`config.mk`:
```
export PLATFORM = sky130hd
export DESIGN_NAME = rle_doubled_byte_encoder_flat
export DESIGN_NICKNAME = d
export VERILOG_FILES = /design/src/rtl/rledb_pkg.sv /design/src/rtl/rledb_ifs.sv /design/src/rtl/rledb_front.sv /design/src/rtl/rledb_queue.sv /design/src/rtl/rledb_back.sv /design/src/rtl/rle_doubled_byte_encoder.sv /design/src/flat_wrapper.sv
export SDC_FILE = /design/constraint.sdc
export NUM_CORES = 1
export LEC_CHECK = 0
export BUFFER_PORTS_ARGS = -buffer_cell sky130_fd_sc_hd__buf_2
export CAP_MARGIN = 5
export CORE_MARGIN = 2
export CORE_UTILIZATION = 40
export DETAILED_ROUTE_END_ITERATION = 12
export GPL_ROUTABILITY_DRIVEN = 0
export PLACE_DENSITY = 0.66
export SLEW_MARGIN = 20
export SYNTH_ARGS = -nofsm -noshare
export SYNTH_HDL_FRONTEND = slang
export SYNTH_SLANG_ARGS = --single-unit
```
`constraint.sdc`:
```
create_clock -name clk -period 5.58 [get_ports clk]
set_input_delay 1.116 -clock clk [delete_from_list [all_inputs] [get_ports clk]]
set_output_delay 1.116 -clock clk [all_outputs]
set_load 0.05 [all_outputs]
```
`src/rtl/rledb_pkg.sv`:
```
// shared types, constants and helpers for the doubled-byte run-length encoder
// no dependencies

package rledb_pkg;

  // value held as the previous byte after reset and after each stream end
  localparam logic [7:0] PrevReset = 8'hFF;
  // longest counted run before a count goes out and counting restarts
  localparam logic [7:0] CountMax  = 8'd255;

  // job queue between front and back
  localparam int QDepth = 2;
  localparam int QAw    = $clog2(QDepth);
  localparam int QCw    = $clog2(QDepth + 1);

  // one encoded output byte with its flags
  typedef struct packed {
    logic [7:0] data;
    logic       is_count;
    logic       last_of_item;
    logic       stream_done;
  } rledb_res_t;

  // everything one request leaves for the back end: one or two results
  typedef struct packed {
    logic       two;
    rledb_res_t r0;
    rledb_res_t r1;
  } rledb_job_t;

  // queue status seen by front and back
  typedef struct packed {
    logic full;
    logic empty;
  } rledb_qstat_t;

  function automatic rledb_res_t mk_data(input logic [7:0] b);
    rledb_res_t r;
    r.data         = b;
    r.is_count     = 1'b0;
    r.last_of_item = 1'b0;
    r.stream_done  = 1'b0;
    return r;
  endfunction

  function automatic rledb_res_t mk_count(input logic [7:0] c);
    rledb_res_t r;
    r.data         = c;
    r.is_count     = 1'b1;
    r.last_of_item = 1'b0;
    r.stream_done  = 1'b0;
    return r;
  endfunction

endpackage

```
`src/rtl/rledb_ifs.sv`:
```
// valid/ready channel interfaces for the encoder's input and result sides
// no dependencies

interface rledb_in_if;
  logic       valid;
  logic       ready;
  logic [7:0] in_byte;
  logic       stream_end;

  modport source (output valid, output in_byte, output stream_end, input ready);
  modport sink   (input valid, input in_byte, input stream_end, output ready);
endinterface

interface rledb_out_if;
  logic       valid;
  logic       ready;
  logic [7:0] out_byte;
  logic       is_count;
  logic       last_of_item;
  logic       stream_done;

  modport source (output valid, output out_byte, output is_count, output last_of_item,
                  output stream_done, input ready);
  modport sink   (input valid, input out_byte, input is_count, input last_of_item,
                  input stream_done, output ready);
endinterface

```
`src/rtl/rledb_front.sv`:
```
// front end: accepts raw bytes, tracks the run state, builds result jobs
// depends on rledb_pkg

module rledb_front
  import rledb_pkg::*;
(
  input  logic         clk,
  input  logic         rst_n,
  input  logic         in_valid,
  output logic         in_ready,
  input  logic [7:0]   in_byte,
  input  logic         stream_end,
  input  rledb_qstat_t qstat,
  output logic         push,
  output rledb_job_t   push_job
);

  logic [7:0] prev_r, prev_nxt;
  logic [7:0] rc_r, rc_nxt;
  logic [1:0] n;
  rledb_res_t r0, r1;
  logic       accept;

  assign in_ready = !qstat.full;
  assign accept   = in_valid && in_ready;

  always_comb begin
    n        = 2'd0;
    r0       = mk_data(in_byte);
    r1       = mk_data(in_byte);
    prev_nxt = prev_r;
    rc_nxt   = rc_r;

    if (in_byte == prev_r) begin
      if (rc_r == CountMax) begin
        r0     = mk_count(CountMax);
        n      = 2'd1;
        rc_nxt = '0;
      end else begin
        if (rc_r == '0) begin
          r0 = mk_data(in_byte);
          n  = 2'd1;
        end
        rc_nxt = rc_r + 8'd1;
      end
    end else begin
      if (rc_r != '0) begin
        r0 = mk_count(rc_r - 8'd1);
        r1 = mk_data(in_byte);
        n  = 2'd2;
      end else begin
        r0 = mk_data(in_byte);
        n  = 2'd1;
      end
      prev_nxt = in_byte;
      rc_nxt   = '0;
    end

    // flush a pending count at stream end, then back to reset state
    if (stream_end) begin
      if (rc_nxt != '0 && n != 2'd2) begin
        if (n == 2'd0) begin
          r0 = mk_count(rc_nxt - 8'd1);
          n  = 2'd1;
        end else begin
          r1 = mk_count(rc_nxt - 8'd1);
          n  = 2'd2;
        end
      end
      prev_nxt = PrevReset;
      rc_nxt   = '0;
    end

    if (n == 2'd2) begin
      r1.last_of_item = 1'b1;
      r1.stream_done  = stream_end;
    end else begin
      r0.last_of_item = 1'b1;
      r0.stream_done  = stream_end;
    end
  end

  assign push         = accept && (n != 2'd0);
  assign push_job.two = (n == 2'd2);
  assign push_job.r0  = r0;
  assign push_job.r1  = r1;

  always_ff @(posedge clk) begin
    if (!rst_n) begin
      prev_r <= PrevReset;
      rc_r   <= '0;
    end else if (accept) begin
      prev_r <= prev_nxt;
      rc_r   <= rc_nxt;
    end
  end

endmodule

```
`src/rtl/rledb_queue.sv`:
```
// short job queue between front and back ends
// depends on rledb_pkg

module rledb_queue
  import rledb_pkg::*;
(
  input  logic         clk,
  input  logic         rst_n,
  input  logic         push,
  input  rledb_job_t   push_job,
  input  logic         pop,
  output rledb_job_t   pop_job,
  output rledb_qstat_t qstat
);

  rledb_job_t       ent_r [QDepth];
  logic [QAw-1:0]   wr_ptr_r;
  logic [QAw-1:0]   rd_ptr_r;
  logic [QCw-1:0]   cnt_r;

  assign qstat.full  = (cnt_r == QCw'(QDepth));
  assign qstat.empty = (cnt_r == '0);
  assign pop_job     = ent_r[rd_ptr_r];

  always_ff @(posedge clk) begin
    if (!rst_n) begin
      wr_ptr_r <= '0;
      rd_ptr_r <= '0;
      cnt_r    <= '0;
    end else begin
      if (push) wr_ptr_r <= (wr_ptr_r == QAw'(QDepth - 1)) ? '0 : wr_ptr_r + 1'b1;
      if (pop)  rd_ptr_r <= (rd_ptr_r == QAw'(QDepth - 1)) ? '0 : rd_ptr_r + 1'b1;
      unique case ({push, pop})
        2'b10:   cnt_r <= cnt_r + 1'b1;
        2'b01:   cnt_r <= cnt_r - 1'b1;
        default: cnt_r <= cnt_r;
      endcase
    end
  end

  always_ff @(posedge clk) begin
    if (push) ent_r[wr_ptr_r] <= push_job;
  end

endmodule

```
`src/rtl/rledb_back.sv`:
```
// back end: plays each job out as one or two results through an output register
// depends on rledb_pkg

module rledb_back
  import rledb_pkg::*;
(
  input  logic         clk,
  input  logic         rst_n,
  input  rledb_qstat_t qstat,
  input  rledb_job_t   pop_job,
  output logic         pop,
  output logic         out_valid,
  input  logic         out_ready,
  output rledb_res_t   out_res
);

  logic       out_valid_r, out_valid_nxt;
  rledb_res_t out_r, out_nxt;
  logic       sec_valid_r, sec_valid_nxt;
  rledb_res_t sec_r, sec_nxt;
  logic       load;

  assign load = !out_valid_r || out_ready;

  always_comb begin
    pop           = 1'b0;
    out_nxt       = out_r;
    out_valid_nxt = out_valid_r && !out_ready;
    sec_valid_nxt = sec_valid_r;
    sec_nxt       = sec_r;
    if (load) begin
      priority if (sec_valid_r) begin
        out_nxt       = sec_r;
        out_valid_nxt = 1'b1;
        sec_valid_nxt = 1'b0;
      end else if (!qstat.empty) begin
        pop           = 1'b1;
        out_nxt       = pop_job.r0;
        out_valid_nxt = 1'b1;
        sec_valid_nxt = pop_job.two;
        sec_nxt       = pop_job.r1;
      end else begin
        // nothing left to send
        out_valid_nxt = 1'b0;
      end
    end
  end

  always_ff @(posedge clk) begin
    if (!rst_n) begin
      out_valid_r <= 1'b0;
      sec_valid_r <= 1'b0;
    end else begin
      out_valid_r <= out_valid_nxt;
      sec_valid_r <= sec_valid_nxt;
    end
  end

  always_ff @(posedge clk) begin
    out_r <= out_nxt;
    sec_r <= sec_nxt;
  end

  assign out_valid = out_valid_r;
  assign out_res   = out_r;

endmodule

```
`src/rtl/rle_doubled_byte_encoder.sv`:
```
// Doubled-byte run-length encoder. Each request carries one raw byte and a
// stream_end flag; each gives zero, one or two encoded bytes. A byte that
// differs from the one before goes out as data; a second equal byte goes out
// again as data, and further copies are counted, the count (copies beyond
// the doubled pair) going out as a count byte when the run ends, at stream
// end, or as 255 when the counter saturates. Throughput is one request per
// cycle while requests give at most one result and the output is not
// stalled; a request that gives two results sends them one after the other
// through the single output register and the one-byte-wide result channel.
// With the pipeline idle, a request's first result passes the job queue and
// then the output register before it shows at the output. A two-entry job
// queue lets input and output stall independently.
// depends on rledb_pkg, rledb_ifs, rledb_front, rledb_queue, rledb_back

module rle_doubled_byte_encoder
  import rledb_pkg::*;
(
  input  logic        clk,
  input  logic        rst_n,
  rledb_in_if.sink    in_ch,
  rledb_out_if.source out_ch
);

  // front to queue
  logic         push;
  rledb_job_t   push_job;
  // queue to back
  logic         pop;
  rledb_job_t   pop_job;
  rledb_qstat_t qstat;
  // result register
  rledb_res_t   out_res;
  logic         out_valid;

  // classify each request and update the run state
  rledb_front u_front (
    .clk        (clk),
    .rst_n      (rst_n),
    .in_valid   (in_ch.valid),
    .in_ready   (in_ch.ready),
    .in_byte    (in_ch.in_byte),
    .stream_end (in_ch.stream_end),
    .qstat      (qstat),
    .push       (push),
    .push_job   (push_job)
  );

  // decouples front from back
  rledb_queue u_queue (
    .clk      (clk),
    .rst_n    (rst_n),
    .push     (push),
    .push_job (push_job),
    .pop      (pop),
    .pop_job  (pop_job),
    .qstat    (qstat)
  );

  // emit the results of each job in order
  rledb_back u_back (
    .clk       (clk),
    .rst_n     (rst_n),
    .qstat     (qstat),
    .pop_job   (pop_job),
    .pop       (pop),
    .out_valid (out_valid),
    .out_ready (out_ch.ready),
    .out_res   (out_res)
  );

  assign out_ch.valid        = out_valid;
  assign out_ch.out_byte     = out_res.data;
  assign out_ch.is_count     = out_res.is_count;
  assign out_ch.last_of_item = out_res.last_of_item;
  assign out_ch.stream_done  = out_res.stream_done;

endmodule

```
`src/flat_wrapper.sv`:
```
// flat-port wrapper written by rule: the top's interface ports become plain ports
module rle_doubled_byte_encoder_flat import rledb_pkg::*;
  (clk, rst_n, in_ch_valid, in_ch_in_byte, in_ch_stream_end, in_ch_ready, out_ch_valid, out_ch_out_byte, out_ch_is_count, out_ch_last_of_item, out_ch_stream_done, out_ch_ready);
  rledb_in_if in_ch_i ();
  rledb_out_if out_ch_i ();
  input  logic clk;
  input  logic rst_n;
  input wire logic [$bits(in_ch_i.valid)-1:0] in_ch_valid;
  input wire logic [$bits(in_ch_i.in_byte)-1:0] in_ch_in_byte;
  input wire logic [$bits(in_ch_i.stream_end)-1:0] in_ch_stream_end;
  output wire logic [$bits(in_ch_i.ready)-1:0] in_ch_ready;
  output wire logic [$bits(out_ch_i.valid)-1:0] out_ch_valid;
  output wire logic [$bits(out_ch_i.out_byte)-1:0] out_ch_out_byte;
  output wire logic [$bits(out_ch_i.is_count)-1:0] out_ch_is_count;
  output wire logic [$bits(out_ch_i.last_of_item)-1:0] out_ch_last_of_item;
  output wire logic [$bits(out_ch_i.stream_done)-1:0] out_ch_stream_done;
  input wire logic [$bits(out_ch_i.ready)-1:0] out_ch_ready;
  assign in_ch_i.valid = in_ch_valid;
  assign in_ch_i.in_byte = in_ch_in_byte;
  assign in_ch_i.stream_end = in_ch_stream_end;
  assign in_ch_ready = in_ch_i.ready;
  assign out_ch_valid = out_ch_i.valid;
  assign out_ch_out_byte = out_ch_i.out_byte;
  assign out_ch_is_count = out_ch_i.is_count;
  assign out_ch_last_of_item = out_ch_i.last_of_item;
  assign out_ch_stream_done = out_ch_i.stream_done;
  assign out_ch_i.ready = out_ch_ready;
  rle_doubled_byte_encoder u_core (.clk(clk), .rst_n(rst_n), .in_ch(in_ch_i), .out_ch(out_ch_i));
endmodule
```
* Word level (Yosys, flattened, before mapping)
Memory sizes are Yosys's and may differ from the RTL's. A register that Yosys moved wholly into a read port is not among the register bits.
Index checks and enable logic that the tools add are counted.
** Word-level totals
- Register bits :: 44
- Bits in writable memories :: 46
- Input bits :: 13
- Output and inout bits :: 13
- Word-level logic and storage cells :: 91
- Memories :: 1
** Memories
- u_core.u_queue.ent_r :: words 2, width 23, rd ports 1, clocked after Yosys merged registers in 1, wr ports 1, line rledb_queue.sv:16 : rledb_job_t ent_r [QDepth];
** Cells by class
- $add $sub $neg :: 7
- Eq/ne operators :: 9
- Muxes and demuxes :: 39
- Bitwise gates (word level) :: 2
- Reduce and logical (&&, ||, !) cells :: 18
** Operator list (number)
- $mux 11 :: 11
- $mux 8 :: 5
- $reduce_bool 8->1 :: 2
- $sub 8x1->8 const B :: 2
- $mux 1 :: 15
- $mux 2 :: 7
- $add 8x1->8 const B :: 1
- $eq 8x8->1 :: 1
- $eq 8x8->1 const B :: 1
- $logic_not 8->1 :: 1
- $eq 2x2->1 const B :: 3
- $logic_and 1x1->1 :: 4
- $logic_not 2->1 :: 2
- $ne 2x2->1 const B :: 2
- $pmux 2 s2 :: 1
- $reduce_and 2->1 :: 2
- $reduce_bool 2->1 :: 2
- $logic_not 1->1 :: 3
- $reduce_and 3->1 :: 1
- $add 1x1->1 const B :: 2
- $add 2x1->2 const B :: 1
- $eq 2x1->1 const B :: 1
- $ne 2x1->1 const B :: 1
- $not 1->1 :: 2
- other kinds (2) :: 2

* Logic depth before layout (Yosys ltp)
Gate-level depths: netlist of run 1.
- Depth after elaboration :: 12
- Mapped depth :: 14
- Gate-level depth less buffers :: 12

* Modules after synthesis
A second synthesis of run 1 with hierarchy kept.
** Second synthesis, totals
- Cells, all modules :: 390
- Area total of the unflattened synthesis :: 4673.2 µm²
** By module, submodules not included
- rledb_front :: times used 1, cells an instance 251, area an instance 1871.8 µm², seq. area each 320.3 µm²
- rledb_queue :: times used 1, cells an instance 93, area an instance 1866.8 µm², seq. area each 1481.4 µm²
- rledb_back :: times used 1, cells an instance 46, area an instance 934.6 µm², seq. area each 700.7 µm²

* Least setup slack after synthesis of run 1
OpenSTA, ideal clock, no wires.
- Kind :: input-to-reg
- Start point :: input in_ch_in_byte[4]
- End point :: memory u_core.u_queue.ent_r[1][0] in the netlist's numbering (enable)
- Setup time :: 0.401 ns
- Arrival time :: 4.076 ns
- Data required time :: 5.179 ns
- Slack :: 1.103 ns
- Stages on the path :: 11
- Buffers on the path :: 2
- Path through :: xnor2_1 nand4_1 nor2_1 clkbuf_1 buf_1 nand3_1 ha_1 o31ai_1 o21ai_0 a31o_2 nor2_1
** On the way
- Word-level cells in the longest chain between the ends :: 10
- Elaborated cells between the ends (all ways) :: 14
- Those cells by class :: 2 x eq/ne; 7 x mux; 5 x reduce/logical
** Ends and longest elaborated chain
- start: declaration :: line flat_wrapper.sv:9 : input wire logic [$bits(in_ch_i.in_byte)-1:0] in_ch_in_byte;
- $eq 8x8->1 (*) :: line rledb_front.sv:34 : if (in_byte == prev_r) begin
- $mux 8 / $mux 2 (equally long branches) :: line rledb_front.sv:34
- $reduce_bool 8->1, or another cell as far along :: line rledb_front.sv:61 : if (rc_nxt != '0 && n != 2'd2) begin
- $logic_and 1x1->1 / $mux 2 (equally long branches) :: line rledb_front.sv:61, rledb_front.sv:62
- $mux 2 :: line rledb_front.sv:61
- $mux 2 (*) :: line rledb_front.sv:60 : if (stream_end) begin
- $reduce_bool 2->1 (*) :: line rledb_front.sv:83 : assign push = accept && (n != 2'd0);
- $logic_and 1x1->1 (*) :: line rledb_front.sv:83
- $mux 1 (*) :: line rledb_queue.sv:42 : if (push) ent_r[wr_ptr_r] <= push_job;
- $mux 1 (implied by the code) (*) :: line rledb_queue.sv:42
- end: declaration :: line rledb_queue.sv:16
Every way passes the cells marked *; elsewhere a longest branch is shown, timed or not.

==> metrics, run 1 <==
IO Port Bufs=25; Cell Pwr Density=391.4 mW/mm^2; top library cells by usage in the layout, fill and taps aside=66 x edfxtp_1, 43 x nand2_1, 25 x buf_2; Area Growth Syn to Fin=10.93%; critical path endpoint=u_core.u_queue.ent_r[0][17]; Reg-to-Reg End=u_core.u_queue.ent_r[0][17]; post_cts resized=0; type of origin of the critical path=flip-flop; global-route wire length before repair=16,820 um; required time of the critical path=5.67 ns; Via Count=3,491; setup TNS=0 ns; total I/O pin count=26; count of antenna-violating nets left after detailed routing=0; Max Fclk=244.5 MHz; hold buffer count at cts=0; flip-flop cell with the highest count after synthesis=edfxtp_1; CTS clock-pin slew for the worst setup and hold paths=0.06 ns; fraction of the cycle the final worst path needs=0.7329; run status=completed; Reg2Reg Depth=9; total routing usage reported by global routing=0.1672; setup slack after layout=1.491 ns; time the worst path needs with I/O delays and setup=4.089 ns; worst IR drop on VDD=341.1 uV; Post-CTS Setup Inserts=0; antenna fix cells=0; synthesized net count=461; start-to-end type of the worst setup path=flip-flop to flip-flop; Std-Cell Core Area=0.01147 sq mm; clock sinks=89; die area=0.01270 sq mm; layout cells sized above 1=0.1560; count of max-cap constraint violations=0; initial antenna violation count=0; flip-flop and latch count after synthesis=89; average size of a mapped cell=10.69 sq um; final cell count without fillers=598; H-tree level count=3; filler instances=1,043; count of final setup violators=0; number of rows in the core area=39; setup slack, reg-to-reg=1.49 ns; most common cell after layout, fill and taps aside=edfxtp_1; Num CTS Buffers=9; origin of the critical flop-to-flop path=u_core.u_front.rc_r[0]; detail-routed via count per cell=5.838; length of the first detailed-routing pass in iterations=5; total half-perimeter wirelength after legalization and detailed placement=7042 um; remaining routing DRC violations=0; type of the most critical hold path=flip-flop to flip-flop; die extent in y=112.7 um; Die X=112.7 um; Critical path origin=u_core.u_front.rc_r[0]; Post-Route WL=10,320 um; maximum clock path buffer count=2; clock tree from TritonCTS=done; worst slack at placement=1.262 ns; leftover overflow at the end of global routing=0; vias in the first global route=3,283; critical path arrival=4.18 ns; initial standard-cell utilization of the core=0.4122; unique cell type count in the Yosys netlist=62; hold violation total from the final report=0; unrepaired setup endpoints after global routing=no; Cells after Synth=442; crit-path max FO=15; largest net degree at the start of global routing=27; post-DR wirelength/cell=17.26 um; transition time at the pin with the least slew margin=0.9031 ns; Post-synth ARST share=0; cell count after placement=582; clock latency on the worst-skew pair=0.33 ns; Clock Root Buffer=clkbuf_16; sequential cell area fraction in the yosys report=0.5167; Synth Warn #=0; max-slew violation count=0; Rel. slew slack=0.3957; endpoint class of the critical path=flip-flop; Net count, final=469; total standard cell area after synthesis=0.004727 sq mm; standby leakage power=1.842 nW; count of flip-flops with a built-in enable after synthesis=66; maximum clock skew at final layout=0.005265 ns; Initial DRC Count=344
[power breakdown]
part	switching [mW]	internal [mW]	total, mW
combinational	0.332	0.142	0.474
sequential	0.0498	0.896	0.946
clock	0.238	0.394	0.632
[worst max-delay path, cell delays in order (launching register included)]
cell and delay [ns]:
dfxtp_1 0.71, ha_1 0.57, and3_1 0.40, nand2_1 0.31, nand3_1 0.25, ha_1 0.31
nand2_1 0.15, o2111ai_2 0.58, a211oi_1 0.12, a211oi_1 0.42
[routing by layer]
layer  track usage  vias to the layer above  wire (um)
li1              -                     1666          -
met1        0.2187                     1664       4606
met2        0.2687                      143       4858
met3       0.04392                       18        685
met4       0.06179                        0        174
met5             0                        -          0
[final cells by class]
cell class / count / area, sq um / area share
inverter: 14 / 52.55 / 0.01002
sequential: 89 / 2442 / 0.4658
tap: 143 / 178.9 / 0.03412
clock inverter: 4 / 77.57 / 0.01479
multi-input combinational: 305 / 2086 / 0.3978
timing repair buffer: 31 / 170.2 / 0.03245
clock buffer: 12 / 236.5 / 0.04510
[logic make-up after synthesis]
group	synth area share
AOI/OAI and AO/OA	0.1392
xor gates and xnor gates	0.05188
DFF	0.5167
and+or+nand+nor	0.1517
buffers and inverters	0.04314
muxes	0.08152
adders and majority gates	0.01588
[state kept, by name, summed over array words and instances (netlist names), named ones only]
name	cells
u_core.u_queue.ent_r	44
u_core.u_back.out_res	11
u_core.u_back.sec_r	11
u_core.u_front.prev_r	8
u_core.u_front.rc_r	8
u_core.u_queue.cnt_r	2
u_core.u_back.out_valid	1
u_core.u_back.sec_valid_r	1
u_core.u_queue.rd_ptr_r	1
u_core.u_queue.wr_ptr_r	1
[Yosys cell counts, types with 5 or more instances]
cell type  count  area share
edfxtp_1      66        0.42
nand2_1       43       0.034
clkbuf_1      24       0.019
nor2_1        24       0.019
dfxtp_1       23       0.097
xnor2_1       22       0.041
o21ai_0       21       0.022
mux2i_1       19       0.040
a21oi_1       16       0.017
inv_1         14       0.011
o22ai_1       13       0.017
mux2_2        12       0.029
nor3_1        12       0.013
nand3_1        7      0.0074
nor4_1         7      0.0093
a211oi_1       6      0.0095
a21boi_0       6      0.0095
and2_1         6      0.0079
buf_1          6      0.0048
ha_1           6       0.016
xor2_1         6       0.011
and4_1         5      0.0093
nand4_1        5      0.0066
nor2b_1        5      0.0066
o31ai_1        5      0.0079
or3_1          5      0.0066
[metrics by stage]
stage	instance area [sq um]	util	total power [mW]	hold WS, ns
floorplan	4727	-	1.323	0.4514
global placement	4930	0.4299	1.433	0.4586
detailed placement	4930	0.4299	1.441	0.4884
CTS	5244	0.4573	2.072	0.4987
global route	5244	0.4573	2.143	0.5247
finish	5244	0.4573	2.052	0.4909
[worst min path at each step]
stage | start | endpoint | slack, ns | cells past startpoint
2_1_floorplan | u_core.u_queue.wr_ptr_r | u_core.u_queue.wr_ptr_r | 0.45 | 2
3_3_place_gp | u_core.u_queue.wr_ptr_r | u_core.u_queue.wr_ptr_r | 0.46 | 2
3_5_place_dp | u_core.u_queue.wr_ptr_r | u_core.u_queue.wr_ptr_r | 0.49 | 2
4_1_cts | u_core.u_queue.wr_ptr_r | u_core.u_queue.wr_ptr_r | 0.50 | 2
5_1_grt | u_core.u_queue.wr_ptr_r | u_core.u_queue.wr_ptr_r | 0.52 | 2
6_report | u_core.u_queue.wr_ptr_r | u_core.u_queue.wr_ptr_r | 0.49 | 2
Note: power is estimated with default switching activity, not from simulation.
==> run 2: changes to the inputs <==
- clock period: 5.58 -> 4.1 ns (I/O delays scaled with it)
==> run 2 against run 1 <==
Compared with the run above: wire length up 4.2%; total power grew 37%; first-iteration DRC count down 6.7%; clock power is 39% higher; final cell count increased by 1.8%; register-to-register slack got worse by 0.64 ns; critical endpoint is now u_core.u_queue.cnt_r[1]; largest cell class unchanged; largest power group unchanged.
==> metrics, run 2 (same netlist as run 1, synthesis figures left out) <==
Critical path origin=in_ch_in_byte[1]; final standard cell utilization of the core=0.4650; hold buffer count at cts=0; Non-Filler Cell Area, Final=0.005333 sq mm; count of final setup violators=0; Die X=112.7 um; Net count, final=480; worst IR drop on VDD=460.6 uV; Internal Dissipation=1.948 mW; Post-Route WL=10,760 um; required time of the critical path=4.36 ns; setup slack, reg-to-reg=0.85 ns; type of origin of the critical path=input pin; time the worst path needs with I/O delays and setup=3.452 ns; post-DR wirelength/cell=17.67 um; post-layout power=2.816 mW; switching component of the power=0.8679 mW; maximum clock path buffer count=2; top library cells by usage in the layout, fill and taps aside=66 x edfxtp_1, 43 x nand2_1, 25 x buf_2; total I/O pin count=26; remaining routing DRC violations=0; most common cell after layout, fill and taps aside=edfxtp_1; count of antenna-violating nets left after detailed routing=0; antenna fix cells=0; clock latency on the worst-skew pair=0.33 ns; count of max-cap constraint violations=0; run status=completed; unrepaired setup endpoints after global routing=no; total routing usage reported by global routing=0.1741; vias in the first global route=3,323; die extent in y=112.7 um; Flop pwr share=0.458; cell count after placement=593; transition time at the pin with the least slew margin=0.9367 ns; Clock Root Buffer=clkbuf_16; clock sinks=89; start-to-end type of the worst setup path=input pin to flip-flop; initial standard-cell utilization of the core=0.4122; Std-Cell Core Area=0.01147 sq mm; Placed Instance Area=0.005012 sq mm; IO Port Bufs=25; Net Sw Frac=0.3082; number of rows in the core area=39; Rel. slew slack=0.3698; final cell count without fillers=609; endpoint class of the critical path=flip-flop; CTS clock-pin slew for the worst setup and hold paths=0.06 ns; type of the most critical hold path=flip-flop to flip-flop; Initial DRC Count=321; post_cts resized=0; total half-perimeter wirelength after legalization and detailed placement=7473 um; Cell Pwr Density=528.1 mW/mm^2; length of the first detailed-routing pass in iterations=7; clock tree from TritonCTS=done; Post-CTS Setup Inserts=0; layout cells sized above 1=0.1824; detail-routed via count per cell=5.734; crit-path max FO=9; Max Fclk=289.7 MHz; standby leakage power=1.899 nW; origin of the critical flop-to-flop path=u_core.u_front.rc_r[0]; H-tree level count=3; maximum clock skew at final layout=0.005920 ns; largest net degree at the start of global routing=27; Reg-to-Reg End=u_core.u_queue.cnt_r[1]; filler instances=1,038; global-route wire length before repair=17,530 um; hold violation total from the final report=0; Area Growth Syn to Fin=12.81%; critical path arrival=3.71 ns; Via Count=3,492; max-slew violation count=0; fraction of the cycle the final worst path needs=0.8419; initial antenna violation count=0; leftover overflow at the end of global routing=0; die area=0.01270 sq mm; Largest register FFs=44; critical path endpoint=u_core.u_queue.cnt_r[1]; Num CTS Buffers=9; fraction of power consumed by the clock network=0.311; Top reg by flops=u_core.u_queue.ent_r; combinational group share of total power=0.231; Reg2Reg Depth=9
[run 2: through the flow]
step | hold WS [ns] | setup slack [ns] | TNS, ns
finish | 0.4839 | 0.6483 | 0
global route | 0.5197 | 0.3468 | 0
CTS | 0.4922 | 0.6795 | 0
detailed placement | 0.4842 | 0.3390 | 0
global placement | 0.4583 | 0.4770 | 0
floorplan | 0.4514 | -0.08114 | -3.569
[run 2: routing by layer]
metal	vias to the layer above	share of wire	GRT usage	wire (um)
met1	1653	0.45	0.2373	4813
li1	1679	-	-	-
met4	0	0.019	0.05447	208
met2	140	0.47	0.2818	5099
met3	20	0.059	0.03482	639
met5	-	0	0	0
[run 2: power groups by stage]
stage / combinational, mW / clock, mW / sequential, mW
floorplan: 0.306 / 0 / 1.49
global placement: 0.649 / 0 / 1.30
detailed placement: 0.658 / 0 / 1.31
CTS: 0.661 / 0.885 / 1.29
global route: 0.702 / 0.920 / 1.31
finish: 0.650 / 0.876 / 1.29
[run 2: critical path, cell delays in order]
cell      delay [ns]
buf_2           0.13
xnor2_1         0.15
nand4_1         0.13
nor2_1          0.44
nand3_1         0.27
ha_1            0.34
o31ai_1         0.13
o21ai_0         0.14
a31o_2          0.30
ha_1            0.32
or3_1           0.37
a21boi_0        0.16
[run 2: how the worst min path moves through the flow]
| stage | start | to | slack (ns) | cells after the start |
|---|---|---|---|---|
| 5_1_grt | u_core.u_queue.wr_ptr_r | u_core.u_queue.wr_ptr_r | 0.52 | 2 |
| 3_5_place_dp | u_core.u_queue.wr_ptr_r | u_core.u_queue.wr_ptr_r | 0.48 | 2 |
| 4_1_cts | u_core.u_queue.wr_ptr_r | u_core.u_queue.wr_ptr_r | 0.49 | 2 |
| 6_report | u_core.u_queue.wr_ptr_r | u_core.u_queue.wr_ptr_r | 0.48 | 2 |
| 3_3_place_gp | u_core.u_queue.wr_ptr_r | u_core.u_queue.wr_ptr_r | 0.46 | 2 |
| 2_1_floorplan | u_core.u_queue.wr_ptr_r | u_core.u_queue.wr_ptr_r | 0.45 | 2 |
[run 2: area by class of cell]
| type | instances | area (sq um) | area share |
|---|---|---|---|
| inverters | 14 | 52.55 | 0.009855 |
| repair buffers | 42 | 252.7 | 0.04740 |
| flip-flops and latches | 89 | 2442 | 0.4580 |
| multi-input cells | 305 | 2086 | 0.3911 |
| well taps | 143 | 178.9 | 0.03355 |
| clock buffers | 9 | 225.2 | 0.04223 |
| clock inverters | 7 | 95.09 | 0.01783 |
